--- config.mk ---
export PLATFORM = sky130hd
export DESIGN_NAME = days_between_dates_core
export DESIGN_NICKNAME = d
export VERILOG_FILES = /design/src/hw/rtl/dbd_pkg.sv /design/src/hw/rtl/days_between_dates_core.sv
export SDC_FILE = /design/constraint.sdc
export NUM_CORES = 1
export LEC_CHECK = 0
export BUFFER_PORTS_ARGS = -buffer_cell sky130_fd_sc_hd__buf_2
export CAP_MARGIN = 20
export CORE_ASPECT_RATIO = 0.5
export CORE_MARGIN = 1
export CORE_UTILIZATION = 50
export DETAILED_ROUTE_END_ITERATION = 10
export PLACE_DENSITY = 0.75
export SLEW_MARGIN = 20
export SYNTH_ARGS = -nofsm -noshare
export SYNTH_HDL_FRONTEND = slang
export SYNTH_SLANG_ARGS = --single-unit
--- constraint.sdc ---
create_clock -name clk -period 6.5 [get_ports clk]
set_clock_uncertainty 0.2 [all_clocks]
set_input_delay 0 -clock clk [delete_from_list [all_inputs] [get_ports clk]]
set_output_delay 0 -clock clk [all_outputs]
set_load 0.05 [all_outputs]
--- src/hw/rtl/dbd_pkg.sv ---
`default_nettype none

package dbd_pkg;

  // Field widths of one transaction
  localparam int DAY_W   = 5;
  localparam int MONTH_W = 4;
  localparam int YEAR_W  = 14;
  localparam int DIST_W  = 22;

  // Day number of any 14-bit year stays below 2**23
  localparam int DNUM_W  = 23;
  // Days before a month, at most 334 (+1 for a leap day)
  localparam int MDAYS_W = 9;

  localparam int DEFAULT_MAX_YEAR = 9999;

  // year / 100 as (year * 5243) >> 19, exact for every 14-bit year
  localparam int RECIP_100   = 5243;
  localparam int RECIP_SHIFT = 19;
  localparam int PROD_W      = YEAR_W + 13;
  localparam int CENT_W      = PROD_W - RECIP_SHIFT;

  localparam int DAYS_PER_YEAR = 365;
  localparam int YEARS_PER_CENT = 100;

  localparam logic [DIST_W-1:0] DIST_MAX = {DIST_W{1'b1}};

  typedef struct packed {
    logic [DAY_W-1:0]   day;
    logic [MONTH_W-1:0] month;
    logic [YEAR_W-1:0]  year;
  } date_t;

  // Days in the months before the given month; month zero adds nothing,
  // months above twelve count as December.
  function automatic logic [MDAYS_W-1:0] month_start(input logic [MONTH_W-1:0] month);
    logic [MDAYS_W-1:0] days;
    case (month)
      4'd0:    days = 9'd0;
      4'd1:    days = 9'd0;
      4'd2:    days = 9'd31;
      4'd3:    days = 9'd59;
      4'd4:    days = 9'd90;
      4'd5:    days = 9'd120;
      4'd6:    days = 9'd151;
      4'd7:    days = 9'd181;
      4'd8:    days = 9'd212;
      4'd9:    days = 9'd243;
      4'd10:   days = 9'd273;
      4'd11:   days = 9'd304;
      default: days = 9'd334;
    endcase
    return days;
  endfunction

endpackage

`default_nettype wire

--- src/hw/rtl/days_between_dates_core.sv ---
`default_nettype none

// Channel    Ports                                          Handshake
// --------   --------------------------------------------   --------------------------
// command    first_day/month/year, second_day/month/year    start high, busy low
// result     day_distance                                   done high for one cycle
//
// Five register stages: input capture, reciprocal multiply for year / 100,
// year and month day counts, day number sum, absolute difference.
// One transaction enters every cycle while busy is low; done rises as its result
// leaves the absolute difference stage, with no gaps between back-to-back transactions.
// rst is synchronous and drops every transaction in flight; busy is high only
// during reset. The receiver cannot stall, so the pipeline never holds.
module days_between_dates_core #(
  parameter int MAX_YEAR = dbd_pkg::DEFAULT_MAX_YEAR
) (
  input  wire logic                        clk,
  input  wire logic                        rst,
  input  wire logic                        start,
  output logic                             busy,
  input  wire logic [dbd_pkg::DAY_W-1:0]   first_day,
  input  wire logic [dbd_pkg::MONTH_W-1:0] first_month,
  input  wire logic [dbd_pkg::YEAR_W-1:0]  first_year,
  input  wire logic [dbd_pkg::DAY_W-1:0]   second_day,
  input  wire logic [dbd_pkg::MONTH_W-1:0] second_month,
  input  wire logic [dbd_pkg::YEAR_W-1:0]  second_year,
  output logic                             done,
  output logic [dbd_pkg::DIST_W-1:0]       day_distance
);

  import dbd_pkg::*;

  // Year compare runs wide enough to hold MAX_YEAR itself
  localparam int CMP_W = (YEAR_W > $clog2(MAX_YEAR + 1)) ? YEAR_W : $clog2(MAX_YEAR + 1);

  logic accept;

  // Stage valids
  logic va, vb, vc, vd;

  // Stage A: captured dates, year clamped
  date_t a_date [2];
  // Stage B: dates plus year * reciprocal
  date_t b_date [2];
  logic [PROD_W-1:0] b_prod [2];
  // Stage C: whole-year days, month days (with leap day), day
  logic [DNUM_W-1:0]  c_years [2];
  logic [MDAYS_W-1:0] c_months [2];
  logic [DAY_W-1:0]   c_day [2];
  // Stage D: day numbers
  logic [DNUM_W-1:0]  d_num [2];

  date_t in_date [2];
  date_t in_clamped [2];
  logic [DNUM_W-1:0]  c_years_next [2];
  logic [MDAYS_W-1:0] c_months_next [2];
  logic [DNUM_W-1:0]  d_num_next [2];
  logic [DNUM_W-1:0]  diff;
  logic [DIST_W-1:0]  day_distance_next;

  assign busy   = rst;
  assign accept = start && !busy;

  assign in_date[0] = '{day: first_day, month: first_month, year: first_year};
  assign in_date[1] = '{day: second_day, month: second_month, year: second_year};

  // Clamp years above the maximum
  always_comb begin
    for (int i = 0; i < 2; i++) begin
      in_clamped[i] = in_date[i];
      if (CMP_W'(in_date[i].year) > CMP_W'(MAX_YEAR)) begin
        in_clamped[i].year = YEAR_W'(MAX_YEAR);
      end
    end
  end

  // Whole years, month offset and leap day
  always_comb begin
    logic [CENT_W-1:0] cent;
    logic [YEAR_W-1:0] cent_years;
    logic              on_cent;
    logic              leap;
    for (int i = 0; i < 2; i++) begin
      cent       = b_prod[i][PROD_W-1:RECIP_SHIFT];
      cent_years = YEAR_W'(cent * YEAR_W'(YEARS_PER_CENT));
      on_cent    = (cent_years == b_date[i].year);
      leap       = ((b_date[i].year[1:0] == 2'd0) && !on_cent) ||
                   (on_cent && (cent[1:0] == 2'd0));
      c_years_next[i] = DNUM_W'(b_date[i].year) * DNUM_W'(DAYS_PER_YEAR)
                      + DNUM_W'(b_date[i].year >> 2)
                      - DNUM_W'(cent)
                      + DNUM_W'(cent >> 2);
      c_months_next[i] = month_start(b_date[i].month)
                       + MDAYS_W'(leap && (b_date[i].month > 4'd2));
    end
  end

  always_comb begin
    for (int i = 0; i < 2; i++) begin
      d_num_next[i] = c_years[i] + DNUM_W'(c_months[i]) + DNUM_W'(c_day[i]);
    end
  end

  // Absolute difference, saturated to the result width
  always_comb begin
    diff = (d_num[0] >= d_num[1]) ? (d_num[0] - d_num[1]) : (d_num[1] - d_num[0]);
    if (diff > DNUM_W'(DIST_MAX)) begin
      day_distance_next = DIST_MAX;
    end else begin
      day_distance_next = diff[DIST_W-1:0];
    end
  end

  // Advance the valid bits; reset drops everything in flight
  always_ff @(posedge clk) begin
    if (rst) begin
      va   <= 1'b0;
      vb   <= 1'b0;
      vc   <= 1'b0;
      vd   <= 1'b0;
      done <= 1'b0;
    end else begin
      va   <= accept;
      vb   <= va;
      vc   <= vb;
      vd   <= vc;
      done <= vd;
    end
  end

  // Payload stages follow their valids
  always_ff @(posedge clk) begin
    for (int i = 0; i < 2; i++) begin
      a_date[i]   <= in_clamped[i];
      b_date[i]   <= a_date[i];
      b_prod[i]   <= PROD_W'(a_date[i].year) * PROD_W'(RECIP_100);
      c_years[i]  <= c_years_next[i];
      c_months[i] <= c_months_next[i];
      c_day[i]    <= b_date[i].day;
      d_num[i]    <= d_num_next[i];
    end
    day_distance <= day_distance_next;
  end

  // Every accepted transaction comes out with done
  assert property (@(posedge clk) disable iff (rst) accept |-> ##5 done)
    else $error("accepted transaction produced no result");

  // No result without an accepted transaction
  assert property (@(posedge clk) disable iff (rst) done |-> $past(accept, 5))
    else $error("result without accepted transaction");

  // Identical dates give zero distance
  assert property (@(posedge clk) disable iff (rst)
    (accept && (first_day == second_day) && (first_month == second_month) &&
     (first_year == second_year)) |-> ##5 (day_distance == '0))
    else $error("equal dates gave nonzero distance");

endmodule

`default_nettype wire
==> impl_summary.txt, run 1 <==
----------------------------------------------------
[Yosys]
  Top-area cell type share of the netlist area ... around a quarter
  Fraction of the yosys area taken by sequential cells ... around a fifth
  Distinct cells, synth ... 80
  Average size of a mapped cell ... approximately 10 µm²
  Total nets after synthesis ... between 3000 and 4000
  Post-synth design cell area ... approximately 25000 µm²
  Number of cells produced by synthesis ... roughly 2500
  Synthesis-stage register bit count ... roughly 260
  Leading register cell type out of synthesis ... sky130_fd_sc_hd__dfxtp_1
  Synth warnings ... 0
  Post-synth EDFFs ... 0
  Synth area leader ... sky130_fd_sc_hd__ha_1
  Most instantiated library cell after synthesis ... sky130_fd_sc_hd__inv_1
  Async S/R FF share, synth ... 0%
  Leading cell types by count after synthesis ... sky130_fd_sc_hd__inv_1, sky130_fd_sc_hd__ha_1, sky130_fd_sc_hd__fa_1
  Cell types occupying the most area after synthesis ... sky130_fd_sc_hd__ha_1, sky130_fd_sc_hd__fa_1, sky130_fd_sc_hd__dfxtp_1

[Floorplanning]
  Chip height ... 161 µm
  Area of the die ... 51800 µm²
  Core area ... between 40000 and 50000 µm²
  Boundary Pins ... 73
  Chip width ... 321 µm
  Initial cell density of the core ... between 50% and 60%
  Row count ... 57

[Timing]
  Fmax ... 170 MHz
  Slew at the pin closest to its max-slew limit ... just over 0.9 ns
  Slew HR ... roughly two fifths
  Setup Viol. Count Final ... 0
  Setup total negative slack ... 0 ns
  Unrepaired setup endpoints after global routing ... no
  Number of slew-limit violations in the final report ... 0
  Post-layout minimum cycle time ... between 5 and 6 ns
  Final Hold Viols ... 0
  Final Cycle Share ... 90.7%

[Clock network]
  Post CTS Setup Buffer Count ... 0
  Clock-pin slew reported for the worst setup and hold paths after clock tree synthesis ... around 0.07 ns
  TritonCTS buffer count ... 25
  CTS HTree Levels ... 1
  CTS Root Cell ... sky130_fd_sc_hd__clkbuf_16
  Clock tree from TritonCTS ... built
  CTS-repair resized insts ... 0
  # clock sinks ... between 200 and 300
  Clock tree buffer depth ... 3
  Source-to-sink clock delay at the later pin of the worst-skew pair ... around 0.56 ns

[Global route]
  Largest net degree at the start of global routing ... 25
  Gr ovfl total ... 0
  Number of antenna violations at the first check in global routing ... 0
  First-pass GRT wire length ... around 89000 µm
  Vias in the first global route ... 18200
  GR Util All Layers ... a little over a fifth

[Route]
  Aggregate routed wire length ... ~52000 µm
  Drt pass-1 iters ... 4
  Iteration-0 DRC Markers ... 895
  Routed via count divided by cell count ... 5.04
  Remaining routing DRC violations ... 0
  Via total after detailed routing ... ~17000
  Post-detailed-route count of antenna-violating nets ... 0
  Per-cell routed wire length ... roughly 15 µm

[Placed design]
  Number of buffers added on ports ... 72
  Final weighted congestion in routability-driven placement ... 0.928
  Dpl hpwl ... about 41000 µm
  Number of placed instances with taps included ... 3249

[Critical path]
  Kind of end point of the critical path ... flip-flop
  Required time of the critical path ... a little under 7 ns
  Kind of launch point of the worst setup path ... flip-flop
  Critical path class ... flip-flop to flip-flop
  CP peak stage delay ... ~0.62 ns
  Cells traversed along the worst timing path ... fa_1 > ha_1 > inv_1 > fa_1 > inv_1 > fa_1 > inv_1 > fa_1 > inv_1 > ha_1 > a22o_1 > nor4_1 > o211ai_1 > a31oi_1 > o21ai_0 > o41a_1 > a21oi_1 > xnor2_1
  Worst path arrival time ... around 6.2 ns
  Cell at the slowest stage of the critical path ... sky130_fd_sc_hd__dfxtp_1
  Crit-path max FO ... 8

[Finish]
  Proportion of layout cells with a drive suffix above 1 ... ~6.2%
  Net total in the final layout ... 3563
  Layout-stage area growth over the synthesis result ... 11.8%
  Final cell count without fillers ... roughly 3400

[Run status]
  Result of the run ... completed

[Flow run]
  Max_cap viols ... 0

[Hold path]
  Type of the tightest min-delay check ... input pin to flip-flop

----------------------------------------------------
## kinds of logic (layout without fill, tap and decap cells)
group	Yosys count	in the layout	share of synthesized area, %
simple gates	361	361	7.47
flops	255	255	20.1
fa+ha+maj	811	811	48.9
compound gates	316	316	8.10
buf+inv	605	801	9.15
xor+xnor	155	155	5.35
mux	21	21	0.882
other cells	0	1	0
## cell usage in the layout, fill, tap and decap left out, drive strengths merged, types with 5 or more instances in the layout
| master | synthesis | routed |
|---|---|---|
| xor2 | 44 | 44 |
| xnor2 | 111 | 111 |
| fa | 304 | 304 |
| nand2 | 76 | 76 |
| a21boi | 11 | 11 |
| mux2i | 13 | 13 |
| a211oi | 18 | 18 |
| nor2b | 21 | 21 |
| a31oi | 7 | 7 |
| o31ai | 7 | 7 |
| o21ai | 67 | 67 |
| nand4 | 15 | 15 |
| clkbuf | 8 | 31 |
| a21oi | 97 | 97 |
| ha | 507 | 507 |
| o21bai | 6 | 6 |
| dlygate4sd3 | 0 | 105 |
| nand2b | 29 | 29 |
| nor3 | 23 | 23 |
| or3 | 7 | 7 |
| buf | 19 | 74 |
| dfxtp | 255 | 255 |
| mux2 | 8 | 8 |
| inv | 578 | 584 |
| nand3 | 41 | 41 |
| nor4 | 11 | 11 |
| and2 | 16 | 16 |
| and3 | 26 | 26 |
| nor2 | 78 | 78 |
| o211ai | 7 | 7 |
| or2 | 5 | 5 |
| o21a | 17 | 17 |
| a21o | 38 | 38 |
## critical path, delay by kind of cell (launching register included)
kind	cells	cell delay (ns)
adder cells (fa/ha/maj)	6	2.69
AO/OA/AOI/OAI	6	1.79
flip-flops	1	0.62
buffers and inverters	4	0.21
AND/OR/NAND/NOR	1	0.19
XOR/XNOR	1	0.14
## per-stage QoR
stage / worst slack, ns / utilization [%] / hold slack (ns) / cell area (µm²)
after floorplan: 1.24 / - / -0.172 / 25400
after global placement: 0.864 / 53.6 / -0.0979 / 26500
after detailed placement: 0.751 / 53.6 / -0.0964 / 26500
after CTS: 0.698 / 57.5 / 0.00397 / 28400
after global routing: 0.259 / 57.5 / 0.0421 / 28400
final: 0.602 / 57.5 / 0.0422 / 28400
## path summary, 6_finish.rpt
path | start | to | slack [ns] | depth (start not counted)
min | second_year[12] | a_date[0][35] | 0.04 | 3
max reg2reg | a_date[0][11] | b_prod[0][26] | 0.60 | 18
min reg2reg | a_date[0][44] | b_date[0][44] | 0.12 | 0
max | a_date[0][11] | b_prod[0][26] | 0.60 | 18
## flip-flops by register name, indices dropped and copies added (netlist names)
name,count
a_date,46
b_date,46
b_prod,16
c_day,10
c_months,18
c_years,46
d_num,46
day_distance,22
done,1
va,1
vb,1
vc,1
vd,1
## per-layer routing
metal | share of wire [%] | vias up | wire [µm] | global-route usage [%]
li1 | - | 8449 | - | -
met2 | 46 | 329 | 24200 | 35.6
met4 | 2.9 | 0 | 1500 | 6.20
met5 | 0 | - | 0 | 0
met1 | 47 | 8269 | 24500 | 28.8
met3 | 4.3 | 99 | 2250 | 2.73
## timing repair
action                                  CTS  global route
hold endpoints to repair                 51             0
hold buffers                            105             0
endpoints found under the setup margin    0             0
## layout make-up
class	count	area (µm²)
Fill cell	4027	21000
Clock buffer	31	688
Clock inverter	13	183
Tap cell	678	848
Antenna cell	1	2.50
Multi-Input combinational cell	1664	18000
Sequential cell	255	5100
Inverter	578	2170
Timing Repair Buffer	179	1430
Power of run 1 is left out: the tool's default activity adds up to more than one toggle a clock period on the data nets, which glitch-free logic cannot reach.
==> run 2: changes to the inputs <==
Settings changed: HOLD_SLACK_MARGIN from default to 0.06.
==> impl_summary.txt, run 2 (synthesized netlist as in run 1, its figures left out) <==
----------------------------------------------------
[Run status]
  Result of the run ... completed (unchanged)

[Clock network]
  Source-to-sink clock delay at the later pin of the worst-skew pair ... 0.56 ns (about the same)
  CTS HTree Levels ... 1 (unchanged)
  CTS Root Cell ... sky130_fd_sc_hd__clkbuf_16 (unchanged)
  Clock-pin slew reported for the worst setup and hold paths after clock tree synthesis ... 0.08 ns (was 0.07 ns)
  Clock tree from TritonCTS ... built (unchanged)
  CTS-repair resized insts ... 0 (unchanged)
  # clock sinks ... 255 (unchanged)
  Post CTS Setup Buffer Count ... 0 (unchanged)
  Clock tree buffer depth ... 3 (unchanged)
  TritonCTS buffer count ... 25 (unchanged)

[Global route]
  M1 GR Usage ... 29.2% (was 28.8%)
  Met2 track demand over resource in global routing ... 37.0% (was 35.6%)
  Vias in the first global route ... 18500 (was 18200)
  Global Route met3 Usage ... 2.87% (was 2.73%)
  Gr ovfl total ... 0 (unchanged)
  Most utilized layer in the global route result ... met2 (unchanged)
  Largest net degree at the start of global routing ... 25 (unchanged)
  First-pass GRT wire length ... 91700 µm (was 89400 µm)
  GR Util All Layers ... 21.8% (was 21.2%)
  Number of antenna violations at the first check in global routing ... 1 (was 0)

[Route]
  Via total after detailed routing ... 17300 (was 17100)
  Routed via count divided by cell count ... 5.07 (was 5.04)
  Per-cell routed wire length ... 15.9 µm (was 15.4 µm)
  Drt pass-1 iters ... 5 (was 4)
  Aggregate routed wire length ... 54300 µm (was 52500 µm)
  Iteration-0 DRC Markers ... 1022 (was 895)
  Post-detailed-route count of antenna-violating nets ... 0 (unchanged)
  Remaining routing DRC violations ... 0 (unchanged)

[Finish]
  Proportion of layout cells with a drive suffix above 1 ... 6.19% (was 6.21%)
  Net total in the final layout ... 3573 (was 3563)
  Final design instance area without fill ... 28500 µm² (was 28400 µm²)
  Commonest non-fill, non-tap cells in the layout ... sky130_fd_sc_hd__inv_1, sky130_fd_sc_hd__ha_1, sky130_fd_sc_hd__fa_1 (unchanged)
  Layout-stage area growth over the synthesis result ... 12.2% (was 11.8%)
  Most frequent standard cell in the layout excluding fill and tap cells ... sky130_fd_sc_hd__inv_1 (unchanged)

[Timing]
  Fmax ... 170 MHz (about the same)
  Number of slew-limit violations in the final report ... 0 (unchanged)
  Final Hold Viols ... 0 (unchanged)
  Setup Viol. Count Final ... 0 (unchanged)
  Post-layout minimum cycle time ... 5.90 ns (about the same)
  Slew HR ... 38.1% (was 38.2%)
  Setup total negative slack ... 0 ns (unchanged)
  Slew at the pin closest to its max-slew limit ... 0.926 ns (was 0.925 ns)
  Final Cycle Share ... 90.7% (about the same)
  Unrepaired setup endpoints after global routing ... no (unchanged)

[Floorplanning]
  Row count ... 57 (unchanged)
  Chip width ... 321 µm (unchanged)
  Initial cell density of the core ... 51.5% (unchanged)
  Chip height ... 161 µm (unchanged)
  Boundary Pins ... 73 (unchanged)
  Core area ... 49400 µm² (unchanged)
  Area of the die ... 51800 µm² (unchanged)

[Hold path]
  Type of the tightest min-delay check ... input pin to flip-flop (unchanged)

[Placed design]
  Placement-stage cell area ... 26500 µm² (unchanged)
  Dpl hpwl ... 41200 µm (unchanged)
  Final weighted congestion in routability-driven placement ... 0.928 (unchanged)
  Number of buffers added on ports ... 72 (unchanged)

[Critical path]
  Worst reg-to-reg setup slack ... 0.60 ns (about the same)
  Kind of launch point of the worst setup path ... flip-flop (unchanged)
  Critical path's top delay family ... adder cells (unchanged)
  Kind of end point of the critical path ... flip-flop (unchanged)
  Cell at the slowest stage of the critical path ... sky130_fd_sc_hd__dfxtp_1 (unchanged)
  Required time of the critical path ... 6.78 ns (was 6.79 ns)
  Crit-path max FO ... 7 (was 8)
  CP peak stage delay ... 0.62 ns (about the same)
  Buf+Inv Stages, Crit Path ... 4 (unchanged)
  Critical path class ... flip-flop to flip-flop (unchanged)
  Cells traversed along the worst timing path ... fa_1 > ha_1 > inv_1 > fa_1 > inv_1 > fa_1 > inv_1 > fa_1 > inv_1 > ha_1 > a22o_1 > nor4_1 > o211ai_1 > a31oi_1 > o21ai_0 > o41a_1 > a21oi_1 > xnor2_1 (unchanged)
  Worst path arrival time ... 6.18 ns (about the same)

[Flow run]
  Max_cap viols ... 0 (unchanged)

----------------------------------------------------
run 2: changes by cell type in the layout (fill, tap and decap cells not counted):
| cell | delta |
|---|---|
| sky130_fd_sc_hd__dlygate4sd3_1 | +10 |
run 2: metrics by stage:
| stage | hold WS [ns] | std cells | util, % | setup WS, ns |
|---|---|---|---|---|
| 6_report | 0.103 | 3409 | 57.7 | 0.604 |
| 5_1_grt | 0.109 | 3409 | 57.7 | 0.208 |
| 4_1_cts | 0.0661 | 3408 | 57.7 | 0.698 |
| 3_5_place_dp | -0.0964 | 3249 | 53.6 | 0.751 |
| 3_3_place_gp | -0.0979 | 3249 | 53.6 | 0.864 |
| 2_1_floorplan | -0.172 | 2524 | - | 1.24 |
run 2: path summary, 6_finish.rpt:
kind                                      end  depth (start not counted)      startpoint
worst max register to register  b_prod[0][26]                         18    a_date[0][9]
worst min-delay path            a_date[0][11]                          3  first_year[11]
worst max-delay path            b_prod[0][26]                         18    a_date[0][9]
worst min register to register  b_date[0][14]                          0   a_date[0][14]
run 2: routing by layer:
metal	wire length, µm	share of wire (%)	up-vias
met5	0	0	-
li1	-	-	8467
met3	2330	4.3	119
met4	1690	3.1	0
met1	25200	46	8338
met2	25100	46	354
run 2: what timing repair did:
item	CTS	global route
hold buffers	115	0
endpoints found under the hold margin	51	0
endpoints found under the setup margin	0	0
run 2: cell type report:
type | count | area (µm²)
Fill cell | 4014 | 20900
Multi-Input combinational cell | 1664 | 18000
Sequential cell | 255 | 5100
Inverter | 578 | 2170
Timing Repair Buffer | 189 | 1530
Tap cell | 678 | 848
Clock buffer | 31 | 688
Clock inverter | 13 | 183
Antenna cell | 1 | 2.50
run 2: tightest hold or removal path: cells and delay by family:
family / cells / cell delay [ns]
buf+inv: 2 / 0.66
simple gates: 1 / 0.15
Power of run 2 is left out for the same reason.
